File: config.mk
export PLATFORM = sky130hd
export DESIGN_NAME = pid_altitude_controller
export DESIGN_NICKNAME = d
export VERILOG_FILES = /design/src/design/pac_pkg.sv /design/src/design/pid_altitude_controller.sv
export SDC_FILE = /design/constraint.sdc
export NUM_CORES = 2
export LEC_CHECK = 0
export ABC_AREA = 0
export BUFFER_PORTS_ARGS = -buffer_cell sky130_fd_sc_hd__buf_2
export CAP_MARGIN = 40
export CORE_MARGIN = 2
export CORE_UTILIZATION = 60
export DETAILED_ROUTE_END_ITERATION = 8
export PLACE_DENSITY_LB_ADDON = 0.3
export SLEW_MARGIN = 20
export SYNTH_ARGS = -nofsm -noshare
export SYNTH_HDL_FRONTEND = slang
export SYNTH_SLANG_ARGS = --single-unit
File: constraint.sdc
create_clock -name clock -period 29.1 [get_ports clock]
set_input_delay 4.365 -clock clock [delete_from_list [all_inputs] [get_ports clock]]
set_output_delay 4.365 -clock clock [all_outputs]
set_load 0.1 [all_outputs]
File: src/design/pac_pkg.sv
// package for the pid altitude controller: widths, csr indexes and the microcode table
`default_nettype none
package pac_pkg;

   localparam int DATA_W  = 32;
   localparam int GAIN_W  = 24;
   localparam int RATE_W  = 16;
   localparam int CSR_W   = 3;
   localparam int ERR_W   = 33;
   localparam int DIFF_W  = 34;
   localparam int INTEG_W = 48;
   localparam int DERIV_W = 51;
   localparam int SRC_W   = 51;
   localparam int MAG_W   = 50;
   localparam int HALF_W  = 25;
   localparam int PMUL_W  = HALF_W + GAIN_W;
   localparam int PROD_W  = MAG_W + GAIN_W;
   localparam int TMAG_W  = 58;
   localparam int SUM_W   = 60;
   localparam int PC_W    = 5;

   // csr register indexes
   localparam logic [CSR_W-1:0] REG_GAIN_P        = 3'd0;
   localparam logic [CSR_W-1:0] REG_GAIN_I        = 3'd1;
   localparam logic [CSR_W-1:0] REG_GAIN_D        = 3'd2;
   localparam logic [CSR_W-1:0] REG_SETPOINT      = 3'd3;
   localparam logic [CSR_W-1:0] REG_SAMPLE_PERIOD = 3'd4;
   localparam logic [CSR_W-1:0] REG_SAMPLE_RATE   = 3'd5;
   localparam logic [CSR_W-1:0] REG_DRIVE_MIN     = 3'd6;
   localparam logic [CSR_W-1:0] REG_DRIVE_MAX     = 3'd7;

   // csr reset values
   localparam logic [GAIN_W-1:0] GAIN_P_RST        = 24'd196608;
   localparam logic [GAIN_W-1:0] GAIN_I_RST        = 24'd6554;
   localparam logic [GAIN_W-1:0] GAIN_D_RST        = 24'd131072;
   localparam logic [DATA_W-1:0] SETPOINT_RST      = 32'd655360;
   localparam logic [RATE_W-1:0] SAMPLE_PERIOD_RST = 16'd6554;
   localparam logic [RATE_W-1:0] SAMPLE_RATE_RST   = 16'd10;
   localparam logic [DATA_W-1:0] DRIVE_MIN_RST     = 32'd0;
   localparam logic [DATA_W-1:0] DRIVE_MAX_RST     = 32'd1310720;

   typedef enum logic [1:0] {
      COND_NONE,
      COND_ALWAYS,
      COND_NO_REQ,
      COND_RSP_FULL
   } cond_type;

   typedef enum logic [2:0] {
      SRC_NONE,
      SRC_ERR,
      SRC_DIFF,
      SRC_INTEG,
      SRC_DERIV
   } src_type;

   typedef enum logic [1:0] {
      MUL_NONE,
      MUL_LO,
      MUL_HI
   } mul_type;

   typedef enum logic [2:0] {
      COEF_PERIOD,
      COEF_RATE,
      COEF_GP,
      COEF_GI,
      COEF_GD
   } coef_type;

   typedef enum logic [2:0] {
      WR_NONE,
      WR_INTEG,
      WR_DERIV,
      WR_SUM_SET,
      WR_SUM_ADD,
      WR_RSP
   } wr_type;

   typedef struct packed {
      cond_type         cond;
      logic [PC_W-1:0]  jump_pc;
      logic [PC_W-1:0]  next_pc;
      logic             take_req;
      src_type          src;
      mul_type          mul;
      coef_type         coef;
      wr_type           wr;
   } uword_type;

   // control store: one word per step
   function automatic uword_type ucode_fetch(input logic [PC_W-1:0] pc);
      uword_type w;
      w.cond     = COND_NONE;
      w.jump_pc  = '0;
      w.next_pc  = pc + 5'd1;
      w.take_req = 1'b0;
      w.src      = SRC_NONE;
      w.mul      = MUL_NONE;
      w.coef     = COEF_PERIOD;
      w.wr       = WR_NONE;
      case (pc)
         5'd0: begin
            w.cond     = COND_NO_REQ;
            w.jump_pc  = 5'd0;
            w.take_req = 1'b1;
         end
         5'd1:  w.src = SRC_ERR;
         5'd2: begin w.mul = MUL_LO; w.coef = COEF_PERIOD; end
         5'd3: begin w.mul = MUL_HI; w.coef = COEF_PERIOD; end
         5'd4: begin w.wr = WR_INTEG; w.src = SRC_DIFF; end
         5'd5: begin w.mul = MUL_LO; w.coef = COEF_RATE; end
         5'd6: begin w.mul = MUL_HI; w.coef = COEF_RATE; end
         5'd7: begin w.wr = WR_DERIV; w.src = SRC_ERR; end
         5'd8: begin w.mul = MUL_LO; w.coef = COEF_GP; end
         5'd9: begin w.mul = MUL_HI; w.coef = COEF_GP; end
         5'd10: begin w.wr = WR_SUM_SET; w.src = SRC_INTEG; end
         5'd11: begin w.mul = MUL_LO; w.coef = COEF_GI; end
         5'd12: begin w.mul = MUL_HI; w.coef = COEF_GI; end
         5'd13: begin w.wr = WR_SUM_ADD; w.src = SRC_DERIV; end
         5'd14: begin w.mul = MUL_LO; w.coef = COEF_GD; end
         5'd15: begin w.mul = MUL_HI; w.coef = COEF_GD; end
         5'd16: w.wr = WR_SUM_ADD;
         5'd17: begin
            w.cond    = COND_RSP_FULL;
            w.jump_pc = 5'd17;
            w.wr      = WR_RSP;
            w.next_pc = 5'd0;
         end
         default: begin
            w.cond    = COND_ALWAYS;
            w.jump_pc = 5'd0;
         end
      endcase
      return w;
   endfunction

endpackage
`default_nettype wire

File: src/design/pid_altitude_controller.sv
// pid altitude controller: microcoded pid step with saturating integral and drive clamp
//
// usage
//  - req channel: one word per control tick carrying req_measured (signed q16.16);
//    a word is taken when req_valid is high and req_stall is low
//  - rsp channel: one word per tick, rsp_drive (signed q16.16) and rsp_clamped,
//    taken when rsp_valid is high and rsp_stall is low
//  - csr port: csr_we writes csr_data into register csr_index;
//    write only while no tick is in flight
//  - sequencing: a taken req word runs through all steps before rsp_valid rises; no new
//    req word is taken until the sequencer returns to its idle step, as the one shared 25x24
//    multiplier is used twice for each of the five products, plus load, write and output steps
//  - the result sits in an output register, so the next req word is taken while it
//    waits; a stalled receiver holds the sequencer only at its output step
//  - reset (synchronous, active high) restores csr reset values, clears the
//    integral and the previous error, empties the output register and restarts
//    the sequencer at its idle step
`default_nettype none
module pid_altitude_controller (
   input  wire logic                         clock,
   input  wire logic                         reset,
   input  wire logic                         req_valid,
   output logic                              req_stall,
   input  wire logic [pac_pkg::DATA_W-1:0]   req_measured,
   output logic                              rsp_valid,
   input  wire logic                         rsp_stall,
   output logic [pac_pkg::DATA_W-1:0]        rsp_drive,
   output logic                              rsp_clamped,
   input  wire logic                         csr_we,
   input  wire logic [pac_pkg::CSR_W-1:0]    csr_index,
   input  wire logic [pac_pkg::DATA_W-1:0]   csr_data
);

   // configuration registers
   logic [pac_pkg::GAIN_W-1:0] gain_p_ff, gain_i_ff, gain_d_ff;
   logic [pac_pkg::DATA_W-1:0] setpoint_ff, drive_min_ff, drive_max_ff;
   logic [pac_pkg::RATE_W-1:0] period_ff, rate_ff;

   // sequencer
   logic [pac_pkg::PC_W-1:0] pc_ff, pc_in;
   pac_pkg::uword_type       uw;
   logic                     jump;
   logic                     act;

   // datapath
   logic signed [pac_pkg::ERR_W-1:0]   err_ff, err_in, last_err_ff, last_err_in;
   logic signed [pac_pkg::INTEG_W-1:0] integ_ff, integ_in;
   logic signed [pac_pkg::DERIV_W-1:0] deriv_ff, deriv_in;
   logic signed [pac_pkg::SUM_W-1:0]   sum_ff, sum_in;
   logic [pac_pkg::MAG_W-1:0]          mag_ff, mag_in;
   logic                               neg_ff, neg_in;
   logic [pac_pkg::PROD_W-1:0]         prod_ff, prod_in;

   logic signed [pac_pkg::DIFF_W-1:0]  diff;
   logic [pac_pkg::SRC_W-1:0]          src_val, src_neg;
   logic [pac_pkg::GAIN_W-1:0]         coef_val;
   logic [pac_pkg::HALF_W-1:0]         mul_a;
   logic [pac_pkg::PMUL_W-1:0]         mul_p;
   logic [pac_pkg::TMAG_W-1:0]         tmag;
   logic signed [pac_pkg::SUM_W-1:0]   term, integ_sum, min_x, max_x;

   // output register
   logic                        rsp_valid_ff, rsp_valid_in;
   logic [pac_pkg::DATA_W-1:0]  rsp_drive_ff, rsp_drive_in;
   logic                        rsp_clamped_ff, rsp_clamped_in;

   assign uw = pac_pkg::ucode_fetch(pc_ff);

   // conditional jump: wait steps branch to themselves and do nothing
   always_comb begin
      case (uw.cond)
         pac_pkg::COND_NONE:     jump = 1'b0;
         pac_pkg::COND_ALWAYS:   jump = 1'b1;
         pac_pkg::COND_NO_REQ:   jump = !req_valid;
         pac_pkg::COND_RSP_FULL: jump = rsp_valid_ff && rsp_stall;
         default:                jump = 1'b1;
      endcase
   end

   assign act       = !jump;
   assign pc_in     = jump ? uw.jump_pc : uw.next_pc;
   assign req_stall = !uw.take_req;

   // operand source and magnitude for the shared multiplier
   assign diff = {err_ff[pac_pkg::ERR_W-1], err_ff}
               - {last_err_ff[pac_pkg::ERR_W-1], last_err_ff};

   always_comb begin
      case (uw.src)
         pac_pkg::SRC_ERR:
            src_val = {{(pac_pkg::SRC_W-pac_pkg::ERR_W){err_ff[pac_pkg::ERR_W-1]}}, err_ff};
         pac_pkg::SRC_DIFF:
            src_val = {{(pac_pkg::SRC_W-pac_pkg::DIFF_W){diff[pac_pkg::DIFF_W-1]}}, diff};
         pac_pkg::SRC_INTEG:
            src_val = {{(pac_pkg::SRC_W-pac_pkg::INTEG_W){integ_ff[pac_pkg::INTEG_W-1]}},
                       integ_ff};
         pac_pkg::SRC_DERIV:
            src_val = deriv_ff;
         default:
            src_val = '0;
      endcase
   end

   assign src_neg = -src_val;

   always_comb begin
      case (uw.coef)
         pac_pkg::COEF_PERIOD: coef_val = {8'd0, period_ff};
         pac_pkg::COEF_RATE:   coef_val = {8'd0, rate_ff};
         pac_pkg::COEF_GP:     coef_val = gain_p_ff;
         pac_pkg::COEF_GI:     coef_val = gain_i_ff;
         pac_pkg::COEF_GD:     coef_val = gain_d_ff;
         default:              coef_val = '0;
      endcase
   end

   // 25x24 unsigned multiplier, low half of the magnitude first then high half
   assign mul_a = (uw.mul == pac_pkg::MUL_HI) ? mag_ff[pac_pkg::MAG_W-1:pac_pkg::HALF_W]
                                              : mag_ff[pac_pkg::HALF_W-1:0];
   assign mul_p = {{pac_pkg::GAIN_W{1'b0}}, mul_a} * {{pac_pkg::HALF_W{1'b0}}, coef_val};

   // signed term: q16 products drop 16 fraction bits, the derivative is exact
   assign tmag = (uw.wr == pac_pkg::WR_DERIV) ? prod_ff[pac_pkg::TMAG_W-1:0]
                                              : prod_ff[pac_pkg::PROD_W-1:16];
   assign term = neg_ff ? -{2'b00, tmag} : {2'b00, tmag};

   assign integ_sum = {{(pac_pkg::SUM_W-pac_pkg::INTEG_W){integ_ff[pac_pkg::INTEG_W-1]}},
                       integ_ff} + term;

   assign min_x = {{(pac_pkg::SUM_W-pac_pkg::DATA_W){drive_min_ff[pac_pkg::DATA_W-1]}},
                   drive_min_ff};
   assign max_x = {{(pac_pkg::SUM_W-pac_pkg::DATA_W){drive_max_ff[pac_pkg::DATA_W-1]}},
                   drive_max_ff};

   always_comb begin
      err_in         = err_ff;
      last_err_in    = last_err_ff;
      integ_in       = integ_ff;
      deriv_in       = deriv_ff;
      sum_in         = sum_ff;
      mag_in         = mag_ff;
      neg_in         = neg_ff;
      prod_in        = prod_ff;
      rsp_drive_in   = rsp_drive_ff;
      rsp_clamped_in = rsp_clamped_ff;
      rsp_valid_in   = rsp_valid_ff && rsp_stall;

      // accept: error is exact in 33 bits
      if (act && uw.take_req) begin
         err_in = {setpoint_ff[pac_pkg::DATA_W-1], setpoint_ff}
                - {req_measured[pac_pkg::DATA_W-1], req_measured};
      end

      if (act && uw.src != pac_pkg::SRC_NONE) begin
         neg_in = src_val[pac_pkg::SRC_W-1];
         mag_in = neg_in ? src_neg[pac_pkg::MAG_W-1:0] : src_val[pac_pkg::MAG_W-1:0];
      end

      case (uw.mul)
         pac_pkg::MUL_LO: prod_in = {{(pac_pkg::PROD_W-pac_pkg::PMUL_W){1'b0}}, mul_p};
         pac_pkg::MUL_HI: prod_in = prod_ff + {mul_p, {pac_pkg::HALF_W{1'b0}}};
         default:         prod_in = prod_ff;
      endcase

      if (act) begin
         case (uw.wr)
            pac_pkg::WR_INTEG: begin
               // saturate to signed 48 bits
               if (integ_sum[pac_pkg::SUM_W-1] && !(&integ_sum[pac_pkg::SUM_W-2:47])) begin
                  integ_in = {1'b1, {(pac_pkg::INTEG_W-1){1'b0}}};
               end else if (!integ_sum[pac_pkg::SUM_W-1] && (|integ_sum[pac_pkg::SUM_W-2:47])) begin
                  integ_in = {1'b0, {(pac_pkg::INTEG_W-1){1'b1}}};
               end else begin
                  integ_in = integ_sum[pac_pkg::INTEG_W-1:0];
               end
            end
            pac_pkg::WR_DERIV: begin
               deriv_in    = term[pac_pkg::DERIV_W-1:0];
               last_err_in = err_ff;
            end
            pac_pkg::WR_SUM_SET: sum_in = term;
            pac_pkg::WR_SUM_ADD: sum_in = sum_ff + term;
            pac_pkg::WR_RSP: begin
               // a raw value below the lower bound wins even with crossed bounds
               rsp_valid_in = 1'b1;
               if (sum_ff < min_x) begin
                  rsp_drive_in   = drive_min_ff;
                  rsp_clamped_in = 1'b1;
               end else if (sum_ff > max_x) begin
                  rsp_drive_in   = drive_max_ff;
                  rsp_clamped_in = 1'b1;
               end else begin
                  rsp_drive_in   = sum_ff[pac_pkg::DATA_W-1:0];
                  rsp_clamped_in = 1'b0;
               end
            end
            default: ;
         endcase
      end
   end

   // control state and controller state
   always_ff @(posedge clock) begin
      if (reset) begin
         pc_ff        <= '0;
         rsp_valid_ff <= 1'b0;
         integ_ff     <= '0;
         last_err_ff  <= '0;
      end else begin
         pc_ff        <= pc_in;
         rsp_valid_ff <= rsp_valid_in;
         integ_ff     <= integ_in;
         last_err_ff  <= last_err_in;
      end
   end

   // working registers, no reset needed
   always_ff @(posedge clock) begin
      err_ff         <= err_in;
      deriv_ff       <= deriv_in;
      sum_ff         <= sum_in;
      mag_ff         <= mag_in;
      neg_ff         <= neg_in;
      prod_ff        <= prod_in;
      rsp_drive_ff   <= rsp_drive_in;
      rsp_clamped_ff <= rsp_clamped_in;
   end

   // csr write port
   always_ff @(posedge clock) begin
      if (reset) begin
         gain_p_ff    <= pac_pkg::GAIN_P_RST;
         gain_i_ff    <= pac_pkg::GAIN_I_RST;
         gain_d_ff    <= pac_pkg::GAIN_D_RST;
         setpoint_ff  <= pac_pkg::SETPOINT_RST;
         period_ff    <= pac_pkg::SAMPLE_PERIOD_RST;
         rate_ff      <= pac_pkg::SAMPLE_RATE_RST;
         drive_min_ff <= pac_pkg::DRIVE_MIN_RST;
         drive_max_ff <= pac_pkg::DRIVE_MAX_RST;
      end else if (csr_we) begin
         case (csr_index)
            pac_pkg::REG_GAIN_P:        gain_p_ff    <= csr_data[pac_pkg::GAIN_W-1:0];
            pac_pkg::REG_GAIN_I:        gain_i_ff    <= csr_data[pac_pkg::GAIN_W-1:0];
            pac_pkg::REG_GAIN_D:        gain_d_ff    <= csr_data[pac_pkg::GAIN_W-1:0];
            pac_pkg::REG_SETPOINT:      setpoint_ff  <= csr_data;
            pac_pkg::REG_SAMPLE_PERIOD: period_ff    <= csr_data[pac_pkg::RATE_W-1:0];
            pac_pkg::REG_SAMPLE_RATE:   rate_ff      <= csr_data[pac_pkg::RATE_W-1:0];
            pac_pkg::REG_DRIVE_MIN:     drive_min_ff <= csr_data;
            pac_pkg::REG_DRIVE_MAX:     drive_max_ff <= csr_data;
            default: ;
         endcase
      end
   end

   assign rsp_valid   = rsp_valid_ff;
   assign rsp_drive   = rsp_drive_ff;
   assign rsp_clamped = rsp_clamped_ff;

endmodule
`default_nettype wire

==> results.cfg <==
[run_status]
outcome = finished, final reports clean

[setup_path]
setup.worst_path.start = pc_ff[3]
r2r-start = pc_ff[3]
worstRegToRegCells = 41
crit_slowest_cell = dfxtp_1
reg2reg_slack_ns = 16.28
cp_max_fo = 21
max_stage_delay_ns = 0.77
critPathRequiredTime_ns = 29.49
startpoint_type = register
cpMostUsedCell = fa_1
r2r_end = prod_ff[69]
critical_path_class = register to register
arrival_ns = 13.21
critPathCaptureType = register
crit_end = prod_ff[69]

[finish]
fin_nets = 8422
final_util_pct = 65.2
diodes = 0
area_delta_synth_final_pct = 8.12
drive_above_1_share_pct = 7.38

[clock_tree]
ctsResizeCount = 0
h-tree-depth = 3
clkSinkCount = 589
cts_tree = built
clockBufferDepth = 3
ctsHoldBuffers = 0
cts_setup_buffers = 0
cts.reportedPaths.clkPinSlew_ns = 0.06
cts-root-buf = clkbuf_16
clkLatencyLatePin_ns = 0.65
cts_made_buffers = 70

[placement]
post-dp-hpwl_um = 157000
portBuffers = 106
place_congestion = 1.01

[die]
die_w_um = 326
initial_core_util_pct = 60.3
rows = 118
die_area_mm2 = 0.106
core_mm2 = 0.103
io_pins = 107
fp.dieH_um = 326

[detailed_routing]
drt-wirelength-per-cell_um = 23.1
num_vias = 55200
drt.antenna.violating_nets = 0
drtIter0Drc = 6055
drc_errors = 0
top_layer = met5
detailroute.wirelength.met3_um = 20800
wl_um = 202000
wl_met2_um = 90800
wl_met1_um = 78400
first_pass_iters = 6
vias_per_cell = 6.31

[sta]
rsz0062_at_grt = false
hold_viol_final = 0
maxSlewHeadroom_pct = 34.3
period_share_pct = 44.0
clock.fmax_mhz = 78.0
finalSetupViolCount = 0
fin_crit_ns = 12.82
clock_skew_ns = 0.0456
max_slew.worst_pin.slew_ns = 0.983
slew_viol_final = 0
tns_ns = 0

[logic_synthesis]
synth.top_cell.area_share_pct = 16.4
avgSynthCellArea_um2 = 8.49
syn_nets = 8436
synth_compound_area_share_pct = 17.0
synth_area_leaders = fa_1, edfxtp_1, ha_1
synth_seq_area_share_pct = 23.8
netlist_area_mm2 = 0.0621
yosys_register_bits = 589
syn-instance-count = 7317
synthAdderAreaFrac_pct = 27.2
synth_xor_area_share_pct = 4.75
synth_warnings = 0
synth_most_common_cell = nand2_1
synth_edf_count = 302
synthTopCellsByCount = nand2_1, inv_1, a21oi_1
muxShareOfSynthArea_pct = 3.89
async_reset_ff_share_pct = 0
synth_top_family_by_area = adder cells
synth_simple_gate_area_share_pct = 15.9
yosys.area.top_type = fa_1
ys.flop_type = edfxtp_1
ys_types = 95

[global_route]
grt_max_degree = 92
track_usage_pct = 37.8
antenna_found_initial = 3
grt_pass1_vias = 54300
grt.overflow.total = 0
grt_pass1_wl_um = 313000

[flow_run]
cap_violations = 0

[worst_hold_path]
hp-class = register to register
==> critical path: cells and delay by family (launching register included) <==
family	cells	cell delay (ns)
adders and majority gates	10	4.34
xor gates and xnor gates	2	0.34
DFF	1	0.77
AOI/OAI and AO/OA	15	4.04
buffers and inverters	5	0.24
and+or+nand+nor	9	2.84
==> worst min-delay path by stage <==
| stage | startpoint | cells past startpoint | end | slack (ns) |
|---|---|---|---|---|
| floorplan | gain_i_ff[0] | 2 | gain_i_ff[0] | 0.43 |
| finish | last_err_ff[6] | 2 | last_err_ff[6] | 0.45 |
| CTS | last_err_ff[3] | 2 | last_err_ff[3] | 0.45 |
| global route | gain_p_ff[13] | 2 | gain_p_ff[13] | 0.47 |
| detailed placement | gain_p_ff[5] | 2 | gain_p_ff[5] | 0.45 |
| global placement | gain_p_ff[0] | 2 | gain_p_ff[0] | 0.44 |
==> per-stage QoR <==
| step | setup slack (ns) | cell area (um2) | instances | hold WS [ns] |
|---|---|---|---|---|
| detailed placement | 16.14 | 64700 | 8605 | 0.445 |
| global route | 15.51 | 67200 | 8740 | 0.469 |
| finish | 16.28 | 67200 | 8740 | 0.452 |
| CTS | 16.09 | 67100 | 8734 | 0.454 |
| floorplan | 17.85 | 62100 | 7317 | 0.433 |
| global placement | 16.28 | 64200 | 8574 | 0.439 |
==> layer usage <==
metal	track usage (%)	vias to the layer above
li1	-	24900
met1	49.8	26700
met2	60.4	2927
met3	6.89	641
met4	18.1	2
met5	0	-
==> sequential cells by signal (all words and copies together), names as in the netlist, 32 cells and up <==
name and flops:
drive_max_ff 32, last_err_ff 33, rsp_drive 32, integ_ff 48
deriv_ff 51, sum_ff 60, prod_ff 74, setpoint_ff 32
drive_min_ff 32, mag_ff 50, err_ff 33
==> logic make-up (layout without fill, tap and decap cells) <==
logic type / count (synthesis) / after routing
AO/OA/AOI/OAI: 1678 / 1678
flip-flops: 589 / 589
adder cells (fa/ha/maj): 1047 / 1047
buffers and inverters: 1211 / 1254
multiplexers: 232 / 232
AND/OR/NAND/NOR: 2225 / 2225
XOR/XNOR: 335 / 335
==> layout by cell type, fill, tap and decap left out, types with 30 or more instances in the layout <==
master	n
nand2_1	1065
inv_1	865
a21oi_1	674
nor2_1	541
ha_1	537
fa_1	509
edfxtp_1	302
dfxtp_1	287
o21ai_0	254
a21o_1	208
xnor2_1	207
mux2i_1	144
xor2_1	127
buf_4	121
buf_2	106
nor3_1	95
nand3_1	91
clkbuf_16	72
a221oi_1	68
nor2b_1	62
mux2_2	60
nand4_1	57
nand2b_1	57
o21bai_1	48
and2_1	43
a211oi_1	42
a31oi_1	42
o21a_1	40
and3_1	38
a22oi_1	38
o211ai_1	30
==> layout make-up <==
| cell class | count | area [um2] |
|---|---|---|
| multi-input cells | 5517 | 43000 |
| clock buffers | 85 | 1920 |
| well taps | 1380 | 1730 |
| flip-flops and latches | 589 | 14800 |
| fillers | 8662 | 35900 |
| inverters | 869 | 3260 |
| clock inverters | 44 | 453 |
| repair buffers | 256 | 1950 |
Power is not shown: default switching activity piles up to over one toggle a cycle in this logic, so the estimate is an artifact.
